### config.mk
export PLATFORM = sky130hd
export DESIGN_NAME = tcp_payload_command_classifier
export DESIGN_NICKNAME = d
export VERILOG_FILES = /design/src/tpcc_pkg.sv /design/src/tpcc_parser.sv /design/src/tpcc_verdict.sv /design/src/tcp_payload_command_classifier.sv
export SDC_FILE = /design/constraint.sdc
export NUM_CORES = 1
export LEC_CHECK = 0
export BUFFER_PORTS_ARGS = -buffer_cell sky130_fd_sc_hd__buf_4
export CAP_MARGIN = 5
export CORE_MARGIN = 5
export CORE_UTILIZATION = 40
export CTS_CLUSTER_DIAMETER = 40
export DETAILED_ROUTE_END_ITERATION = 8
export GPL_ROUTABILITY_DRIVEN = 0
export HOLD_SLACK_MARGIN = 0.02
export RECOVER_POWER = 50
export REMOVE_ABC_BUFFERS = 1
export SYNTH_ARGS = -nofsm -noshare
export SYNTH_HDL_FRONTEND = slang
export SYNTH_SLANG_ARGS = --single-unit
### constraint.sdc
create_clock -name aclk -period 12.54 [get_ports aclk]
set_input_delay 1.254 -clock aclk [delete_from_list [all_inputs] [get_ports aclk]]
set_output_delay 1.254 -clock aclk [all_outputs]
set_load 0.02 [all_outputs]
### src/tpcc_pkg.sv
package tpcc_pkg;

    // Keyword table geometry
    localparam int NUM_KW  = 7;
    localparam int KW_SPAN = 7;

    // Header limits and field codes
    localparam logic [5:0] IP_MIN_HDR  = 6'd20;
    localparam logic [5:0] TCP_MIN_HDR = 6'd20;
    localparam logic [7:0] PROTO_TCP   = 8'd6;
    localparam logic [4:0] LINK_HDR_RESET = 5'd14;

    // Byte offsets from the start of the IP header (TCP data offset: from the TCP header)
    localparam logic [15:0] OFS_TOTAL_HI = 16'd2;
    localparam logic [15:0] OFS_TOTAL_LO = 16'd3;
    localparam logic [15:0] OFS_PROTO    = 16'd9;
    localparam logic [15:0] OFS_SRC_FIRST = 16'd12;
    localparam logic [15:0] OFS_SRC_LAST  = 16'd15;
    localparam logic [15:0] OFS_TCP_DOFF  = 16'd12;

    localparam logic [2:0] KW_NONE = 3'd7;

    // Keywords, first character in the lowest byte
    localparam logic [KW_SPAN*8-1:0] KW_TEXT [NUM_KW] = '{
        {32'h0, "dda"},
        {32'h0, "tes"},
        "ecalper",
        {8'h0, "dneppa"},
        "dneperp",
        {32'h0, "sac"},
        {8'h0, "eteled"}
    };

    localparam logic [2:0] KW_LEN [NUM_KW] = '{
        3'd3, 3'd3, 3'd7, 3'd6, 3'd7, 3'd3, 3'd6
    };

    typedef enum logic [2:0] {
        VERDICT_REPLICATE  = 3'd0,
        VERDICT_NOT_TCP    = 3'd1,
        VERDICT_SHORT_TCP  = 3'd2,
        VERDICT_NO_PAYLOAD = 3'd3,
        VERDICT_NO_KEYWORD = 3'd4,
        VERDICT_TRUNCATED  = 3'd5
    } verdict_t;

    // Per-frame parse state
    typedef struct packed {
        logic [5:0]        ip_hdr_len;
        logic [5:0]        tcp_hdr_len;
        logic [15:0]       ip_total_len;
        logic              proto_tcp;
        logic [31:0]       src_addr;
        logic [NUM_KW-1:0] kw_alive;
    } frame_state_t;

    localparam frame_state_t FRAME_RESET = '{
        ip_hdr_len:   6'd0,
        tcp_hdr_len:  6'd0,
        ip_total_len: 16'd0,
        proto_tcp:    1'b0,
        src_addr:     32'd0,
        kw_alive:     {NUM_KW{1'b1}}
    };

    // One byte handed to the parser
    typedef struct packed {
        logic       step;
        logic [7:0] data;
        logic       last;
    } byte_in_t;

    typedef struct packed {
        verdict_t    verdict;
        logic [2:0]  keyword_index;
        logic [7:0]  payload_offset;
        logic [15:0] payload_length;
        logic [31:0] source_address;
    } result_t;

endpackage

### src/tpcc_parser.sv
module tpcc_parser
    import tpcc_pkg::*;
#(
    parameter int MAX_FRAME_BYTES = 4096
) (
    input  logic         aclk,
    input  logic         aresetn,
    input  byte_in_t     byte_in,
    input  logic [4:0]   link_hdr,
    output frame_state_t upd,
    output logic [15:0]  captured
);

    localparam logic [15:0] MAX_POS = 16'(MAX_FRAME_BYTES);

    logic [15:0]  pos_reg;
    logic [15:0]  pos_next;
    frame_state_t st_reg;
    frame_state_t st_next;

    logic [15:0] p;
    logic [15:0] l16;
    logic [15:0] tpos;
    logic [15:0] start;
    logic [15:0] kw_ofs;
    logic [2:0]  kw_pos;
    logic [7:0]  lc_byte;
    logic [16:0] p_inc;
    logic        in_snap;

    assign p       = pos_reg;
    assign l16     = {11'd0, link_hdr};
    assign tpos    = l16 + {10'd0, st_reg.ip_hdr_len} + OFS_TCP_DOFF;
    assign start   = l16 + {10'd0, st_reg.ip_hdr_len} + {10'd0, st_reg.tcp_hdr_len};
    assign kw_ofs  = p - start;
    assign kw_pos  = kw_ofs[2:0];
    assign in_snap = p < MAX_POS;
    assign p_inc   = {1'b0, p} + 17'd1;
    assign captured = (p_inc < {1'b0, MAX_POS}) ? p_inc[15:0] : MAX_POS;

    // fold case for keyword compare
    assign lc_byte = (byte_in.data >= 8'h41 && byte_in.data <= 8'h5A) ?
                     byte_in.data + 8'h20 : byte_in.data;

    // state after this byte
    always_comb begin
        upd = st_reg;
        if (in_snap) begin
            if (p == l16) begin
                upd.ip_hdr_len = {byte_in.data[3:0], 2'b00};
            end else if (p == l16 + OFS_TOTAL_HI) begin
                upd.ip_total_len[15:8] = byte_in.data;
            end else if (p == l16 + OFS_TOTAL_LO) begin
                upd.ip_total_len[7:0] = byte_in.data;
            end else if (p == l16 + OFS_PROTO) begin
                upd.proto_tcp = (byte_in.data == PROTO_TCP);
            end else if (p >= l16 + OFS_SRC_FIRST && p <= l16 + OFS_SRC_LAST) begin
                upd.src_addr = {st_reg.src_addr[23:0], byte_in.data};
            end

            if (p > l16 && st_reg.ip_hdr_len >= IP_MIN_HDR) begin
                if (p == tpos) begin
                    upd.tcp_hdr_len = {byte_in.data[7:4], 2'b00};
                end
                if (p > tpos && st_reg.tcp_hdr_len >= TCP_MIN_HDR &&
                    p >= start && kw_ofs < 16'(KW_SPAN)) begin
                    for (int k = 0; k < NUM_KW; k++) begin
                        if (kw_pos < KW_LEN[k] &&
                            KW_TEXT[k][{kw_pos, 3'b000} +: 8] != lc_byte) begin
                            upd.kw_alive[k] = 1'b0;
                        end
                    end
                end
            end
        end
    end

    // register update, cleared after the frame's last byte
    always_comb begin
        pos_next = pos_reg;
        st_next  = st_reg;
        if (byte_in.step) begin
            if (byte_in.last) begin
                pos_next = 16'd0;
                st_next  = FRAME_RESET;
            end else begin
                st_next = upd;
                if (pos_reg != 16'hFFFF) begin
                    pos_next = pos_reg + 16'd1;
                end
            end
        end
    end

    always_ff @(posedge aclk) begin
        if (!aresetn) begin
            pos_reg <= 16'd0;
            st_reg  <= FRAME_RESET;
        end else begin
            pos_reg <= pos_next;
            st_reg  <= st_next;
        end
    end

    // frame state returns to its start after a verdict
    a_clear_after_last: assert property (@(posedge aclk) disable iff (!aresetn)
        (byte_in.step && byte_in.last) |=> (pos_reg == 16'd0 && st_reg == FRAME_RESET))
        else $error("frame state not cleared after last byte");

    a_pos_advance: assert property (@(posedge aclk) disable iff (!aresetn)
        (byte_in.step && !byte_in.last && pos_reg != 16'hFFFF)
        |=> pos_reg == $past(pos_reg) + 16'd1)
        else $error("byte position did not advance");

    a_hold_idle: assert property (@(posedge aclk) disable iff (!aresetn)
        !byte_in.step |=> ($stable(pos_reg) && $stable(st_reg)))
        else $error("parse state moved without a byte");

endmodule

### src/tpcc_verdict.sv
module tpcc_verdict
    import tpcc_pkg::*;
(
    input  frame_state_t st,
    input  logic [15:0]  captured,
    input  logic [4:0]   link_hdr,
    output result_t      res
);

    logic [15:0] l16;
    logic [15:0] proto_lim;
    logic [15:0] tcp_lim;
    logic [6:0]  hdrs;
    logic [15:0] start;
    logic [15:0] plen;
    logic        found;
    logic [2:0]  sel;

    assign l16       = {11'd0, link_hdr};
    assign proto_lim = l16 + OFS_PROTO;
    assign tcp_lim   = l16 + {10'd0, st.ip_hdr_len} + OFS_TCP_DOFF;
    assign hdrs      = {1'b0, st.ip_hdr_len} + {1'b0, st.tcp_hdr_len};
    assign start     = l16 + {9'd0, hdrs};
    assign plen      = st.ip_total_len - {9'd0, hdrs};

    // first live keyword that fits the payload
    always_comb begin
        found = 1'b0;
        sel   = KW_NONE;
        for (int k = 0; k < NUM_KW; k++) begin
            if (!found && {13'd0, KW_LEN[k]} <= plen && st.kw_alive[k]) begin
                found = 1'b1;
                sel   = 3'(k);
            end
        end
    end

    // verdict priority chain
    always_comb begin
        res.verdict        = VERDICT_NO_KEYWORD;
        res.keyword_index  = KW_NONE;
        res.payload_offset = 8'd0;
        res.payload_length = 16'd0;
        res.source_address = st.src_addr;
        if (captured <= proto_lim) begin
            res.verdict = VERDICT_TRUNCATED;
        end else if (st.ip_hdr_len < IP_MIN_HDR || !st.proto_tcp) begin
            res.verdict = VERDICT_NOT_TCP;
        end else if (captured <= tcp_lim) begin
            res.verdict = VERDICT_TRUNCATED;
        end else if (st.tcp_hdr_len < TCP_MIN_HDR) begin
            res.verdict = VERDICT_SHORT_TCP;
        end else begin
            res.payload_offset = start[7:0];
            if (st.ip_total_len < {9'd0, hdrs}) begin
                res.verdict = VERDICT_TRUNCATED;
            end else begin
                res.payload_length = plen;
                if (plen == 16'd0) begin
                    res.verdict = VERDICT_NO_PAYLOAD;
                end else if (found) begin
                    if (captured >= start + {13'd0, KW_LEN[sel]}) begin
                        res.verdict       = VERDICT_REPLICATE;
                        res.keyword_index = sel;
                    end else begin
                        res.verdict = VERDICT_TRUNCATED;
                    end
                end
            end
        end
    end

endmodule

### src/tcp_payload_command_classifier.sv
// TCP payload command classifier.
// s_ channel: one captured frame byte per transaction in s_tdata, s_tlast on
// the frame's last byte. m_ channel: one verdict per frame, produced only for
// the transaction that carried s_tlast.
// cfg_ channel: writes link_header_bytes (reset 14); write only while idle.
// Each accepted byte goes into an input register and is parsed from there
// against the per-frame header state; the verdict of a last byte lands in
// the output register, which drives m_tvalid. One byte per cycle is
// sustained while no last byte waits for the output slot; the per-frame
// state update is combinational compares and small adds.
// When the receiver stalls with a verdict waiting, non-last bytes still flow;
// a last byte holds in the input register until the output slot frees, and
// s_tready drops only then.
// Reset clears the frame position, header state and both valid flags and
// sets link_header_bytes to 14.
// Bytes at or beyond MAX_FRAME_BYTES within a frame are counted but not
// parsed.
module tcp_payload_command_classifier
    import tpcc_pkg::*;
#(
    parameter int MAX_FRAME_BYTES = 4096
) (
    input  logic        aclk,
    input  logic        aresetn,
    input  logic        s_tvalid,
    output logic        s_tready,
    input  logic [7:0]  s_tdata,   // [7:0] frame_byte
    input  logic        s_tlast,   // end_of_frame
    output logic        m_tvalid,
    input  logic        m_tready,
    // [2:0] verdict, [5:3] keyword_index, [13:6] payload_offset,
    // [29:14] payload_length, [61:30] source_address, [63:62] zero
    output logic [63:0] m_tdata,
    input  logic        cfg_valid,
    output logic        cfg_ready,
    input  logic [4:0]  cfg_data   // link_header_bytes
);

    logic [4:0]   link_hdr_reg;
    logic         in_valid_reg;
    logic         in_valid_next;
    logic [7:0]   in_byte_reg;
    logic         in_last_reg;
    logic         out_valid_reg;
    logic         out_valid_next;
    result_t      out_reg;

    logic         out_free;
    logic         fire;
    logic         s_take;
    byte_in_t     byte_in;
    frame_state_t upd;
    logic [15:0]  captured;
    result_t      res;

    // handshake control
    assign out_free  = !out_valid_reg || m_tready;
    assign fire      = in_valid_reg && (!in_last_reg || out_free);
    assign s_tready  = !in_valid_reg || fire;
    assign s_take    = s_tvalid && s_tready;
    assign cfg_ready = 1'b1;

    assign byte_in.step = fire;
    assign byte_in.data = in_byte_reg;
    assign byte_in.last = in_last_reg;

    tpcc_parser #(
        .MAX_FRAME_BYTES(MAX_FRAME_BYTES)
    ) u_parser (
        .aclk     (aclk),
        .aresetn  (aresetn),
        .byte_in  (byte_in),
        .link_hdr (link_hdr_reg),
        .upd      (upd),
        .captured (captured)
    );

    tpcc_verdict u_verdict (
        .st       (upd),
        .captured (captured),
        .link_hdr (link_hdr_reg),
        .res      (res)
    );

    // valid flags
    always_comb begin
        in_valid_next = in_valid_reg;
        if (s_take) begin
            in_valid_next = 1'b1;
        end else if (fire) begin
            in_valid_next = 1'b0;
        end
        out_valid_next = out_valid_reg;
        if (fire && in_last_reg) begin
            out_valid_next = 1'b1;
        end else if (m_tready) begin
            out_valid_next = 1'b0;
        end
    end

    // control registers
    always_ff @(posedge aclk) begin
        if (!aresetn) begin
            link_hdr_reg  <= LINK_HDR_RESET;
            in_valid_reg  <= 1'b0;
            out_valid_reg <= 1'b0;
        end else begin
            if (cfg_valid && cfg_ready) begin
                link_hdr_reg <= cfg_data;
            end
            in_valid_reg  <= in_valid_next;
            out_valid_reg <= out_valid_next;
        end
    end

    // payload registers
    always_ff @(posedge aclk) begin
        if (s_take) begin
            in_byte_reg <= s_tdata;
            in_last_reg <= s_tlast;
        end
        if (fire && in_last_reg) begin
            out_reg <= res;
        end
    end

    assign m_tvalid = out_valid_reg;
    assign m_tdata  = {2'b00, out_reg.source_address, out_reg.payload_length,
                       out_reg.payload_offset, out_reg.keyword_index, out_reg.verdict};

    a_result_from_last: assert property (@(posedge aclk) disable iff (!aresetn)
        $rose(out_valid_reg) |-> $past(fire && in_last_reg))
        else $error("result appeared without a last byte");

    a_no_overwrite: assert property (@(posedge aclk) disable iff (!aresetn)
        (out_valid_reg && !m_tready) |-> !(fire && in_last_reg))
        else $error("pending result overwritten");

    a_kw_only_on_match: assert property (@(posedge aclk) disable iff (!aresetn)
        (out_valid_reg && out_reg.verdict != VERDICT_REPLICATE)
        |-> out_reg.keyword_index == KW_NONE)
        else $error("keyword index set without a match");

endmodule
==> impl_metrics.toml <==
[timing]
setup_slack_ps = 2220
slew_headroom_pct = -144
setup_tns_ps = 0
hold_ws_ps = 450
worst_pin_slew_ps = 3660
final.setup_skew_ps = 16.7
layout_min_cycle_time_ps = 10320
setup_viol = 0
period_share_pct = 82.3
rsz0062_at_grt = "no"
final_hold_viol_count = 0
max_freq_mhz = 96.9
slew_viol_final = 129

[critical_path]
cpMostUsedCell = "a21oi_1"
crit_type = "reg -> reg"
crit_path_start_kind = "flip-flop"
cp_max_fo = 10
r2r_slack_ps = 2220
cp.arrival_ps = 10600
critPathSlowestCell = "dfxtp_1"
cpPeakStageDelay_ps = 520
end_kind = "flip-flop"
cp.required_ps = 12810

[yosys]
syn_avg_cell_area_um2 = 8.88
synth_ff_type = "dfxtp_1"
ys_warn_count = 0
ys_async_sr_fraction_pct = 0
syn_area_um2 = 11800
syn_inst = 1328
yosysUniqueCellTypes = 83
seq_area_frac_synth_pct = 33.5
synth_edf_count = 71
yosys_register_bits = 162

[final_layout]
fin_util_pct = 45.3
syn_to_final_growth_pct = 11.1
most-common-layout-cells = "nor2_1 (152), ha_1 (111), dfxtp_1 (91)"
fin_nets = 1514
largest_reg_flops = 68
antenna-diode-count = 0
final_common_cell = "nor2_1"
drive_gt1_share_pct = 8.56

[place]
post-place-ws_ps = 2340
hpwl_um = 23400
portBuffers = 82

[run_status]
status = "complete, but fails checks"
violations = "capacitance limit, slew limit"

[clock_tree]
cts_num_sinks = 162
path_clk_slew_ps = 80
clock_path_buffers = 2
h-tree-depth = 4
tritoncts = "yes"
postCtsHoldBufs = 0
clockRootBuffer = "clkbuf_16"
cts-buffers-inserted = 17
clkLatencyLatePin_ps = 440
cts-resized-gates = 0
postCtsSetupRepairBufs = 0

[grt]
grt_use_total_pct = 19.2
grt_max_degree = 66
grt_pass1_vias = 9638
grt-ovfl-total = 0
antenna_found_initial = 0
grt_pass1_wl_um = 51400

[power]
power.density_nw_per_um2 = 108
p_leak_nw = 5.31
vdd.ir_drop.worst_uv = 89.1

[detailed_routing]
drc = 0
ant_nets = 0
drtPass1Iterations = 5
wirelength_um = 32400
drt_iter0_drc = 1022
viasPerCell = 5.60
post_drt_wl_per_cell_um = 18.3
num_vias = 9938

[floorplan]
dieArea_um2 = 33000
rows = 62
die-width_um = 182
core_area_um2 = 28900
fp.dieH_um = 182
io_pins = 86
initial_utilization_pct = 40.8

[run]
max_cap_violations = 2

[min_path]
hp-class = "reg -> reg"
-- synth_stat cells, types with 12 or more instances --
cell        n  share of area, %
nor2_1    154               4.9
ha_1      111                12
dfxtp_1    91                15
a21oi_1    87               3.7
nand2_1    77               2.5
edfxtp_1   71                18
inv_1      64               2.0
xnor2_1    62               4.6
o21ai_0    61               2.6
a22oi_1    56               3.6
clkbuf_1   55               1.8
mux2_2     38               3.6
nand3_1    34               1.4
nor3_1     28               1.2
xor2_1     28               2.1
nor2b_1    25               1.3
and2_1     21               1.1
a21o_1     20               1.3
o21a_1     17               1.1
mux2i_1    16               1.4
a31oi_1    15              0.80
and3_1     15              0.80
nand2b_1   14              0.74
nand4_1    12              0.64
-- power breakdown --
| part | switching [mW] | internal (mW) | leakage [nW] |
|---|---|---|---|
| combinational | 0.176 | 0.113 | 3.63 |
| sequential | 0.0120 | 0.558 | 1.38 |
| clock | 0.274 | 0.275 | 0.301 |
| total | 0.462 | 0.947 | 5.31 |
-- area by class of cell --
class | count | area (um^2)
Clock buffer | 17 | 425
Clock inverter | 15 | 199
Fill cell | 2893 | 15800
Inverter | 65 | 244
Multi-Input combinational cell | 1037 | 7340
Sequential cell | 162 | 3950
Tap cell | 384 | 480
Timing Repair Buffer | 94 | 458
-- metrics by stage --
| stage | power [mW] | cells | area [um^2] |
|---|---|---|---|
| 3_3_place_gp | 0.867 | 1742 | 12700 |
| 6_report | 1.41 | 1774 | 13100 |
| 5_1_grt | 1.48 | 1774 | 13100 |
| 2_1_floorplan | 0.794 | 1264 | 11500 |
| 3_5_place_dp | 0.872 | 1742 | 12700 |
| 4_1_cts | 1.43 | 1774 | 13300 |
-- path summary, 6_finish.rpt --
check	from	cells past startpoint	to
hold reg to reg	u_parser.st_reg[62]$_SDFFE_PN0P_	2	u_parser.st_reg[62]$_SDFFE_PN0P_
setup / recovery	link_hdr_reg[1]$_SDFFE_PN1P_	44	m_tdata[0]$_SDFFCE_PP1P_
hold / removal	u_parser.st_reg[62]$_SDFFE_PN0P_	2	u_parser.st_reg[62]$_SDFFE_PN0P_
setup reg to reg	link_hdr_reg[1]$_SDFFE_PN1P_	44	m_tdata[0]$_SDFFCE_PP1P_
-- logic make-up (layout without fill, tap and decap cells) --
kind of cell / after synthesis / after routing / share of synthesized area, %
and+or+nand+nor: 432 / 432 / 18.3
AOI/OAI and AO/OA: 336 / 336 / 18.7
DFF: 162 / 162 / 33.5
buffers and inverters: 133 / 191 / 4.61
adders and majority gates: 118 / 118 / 13.0
xor gates and xnor gates: 90 / 90 / 6.69
muxes: 55 / 55 / 5.10
other: 2 / 6 / 0.0637
-- critical path: cells and delay by family, from the launching register on --
kind                       cells  cell delay, ps
xor gates and xnor gates       2             510
buffers and inverters          3             400
adders and majority gates      8            2600
and+or+nand+nor               11            2280
DFF                            1             520
AOI/OAI and AO/OA             20            3810
-- metal layers --
layer | up-vias | share of wire, % | global-route usage (%)
met5 | - | 0 | 0
met4 | 0 | 2.2 | 5.52
met3 | 51 | 4.7 | 2.48
met2 | 293 | 45 | 31.2
met1 | 4691 | 48 | 26.8
li1 | 4903 | - | -
(Power assumes the default switching activity.)
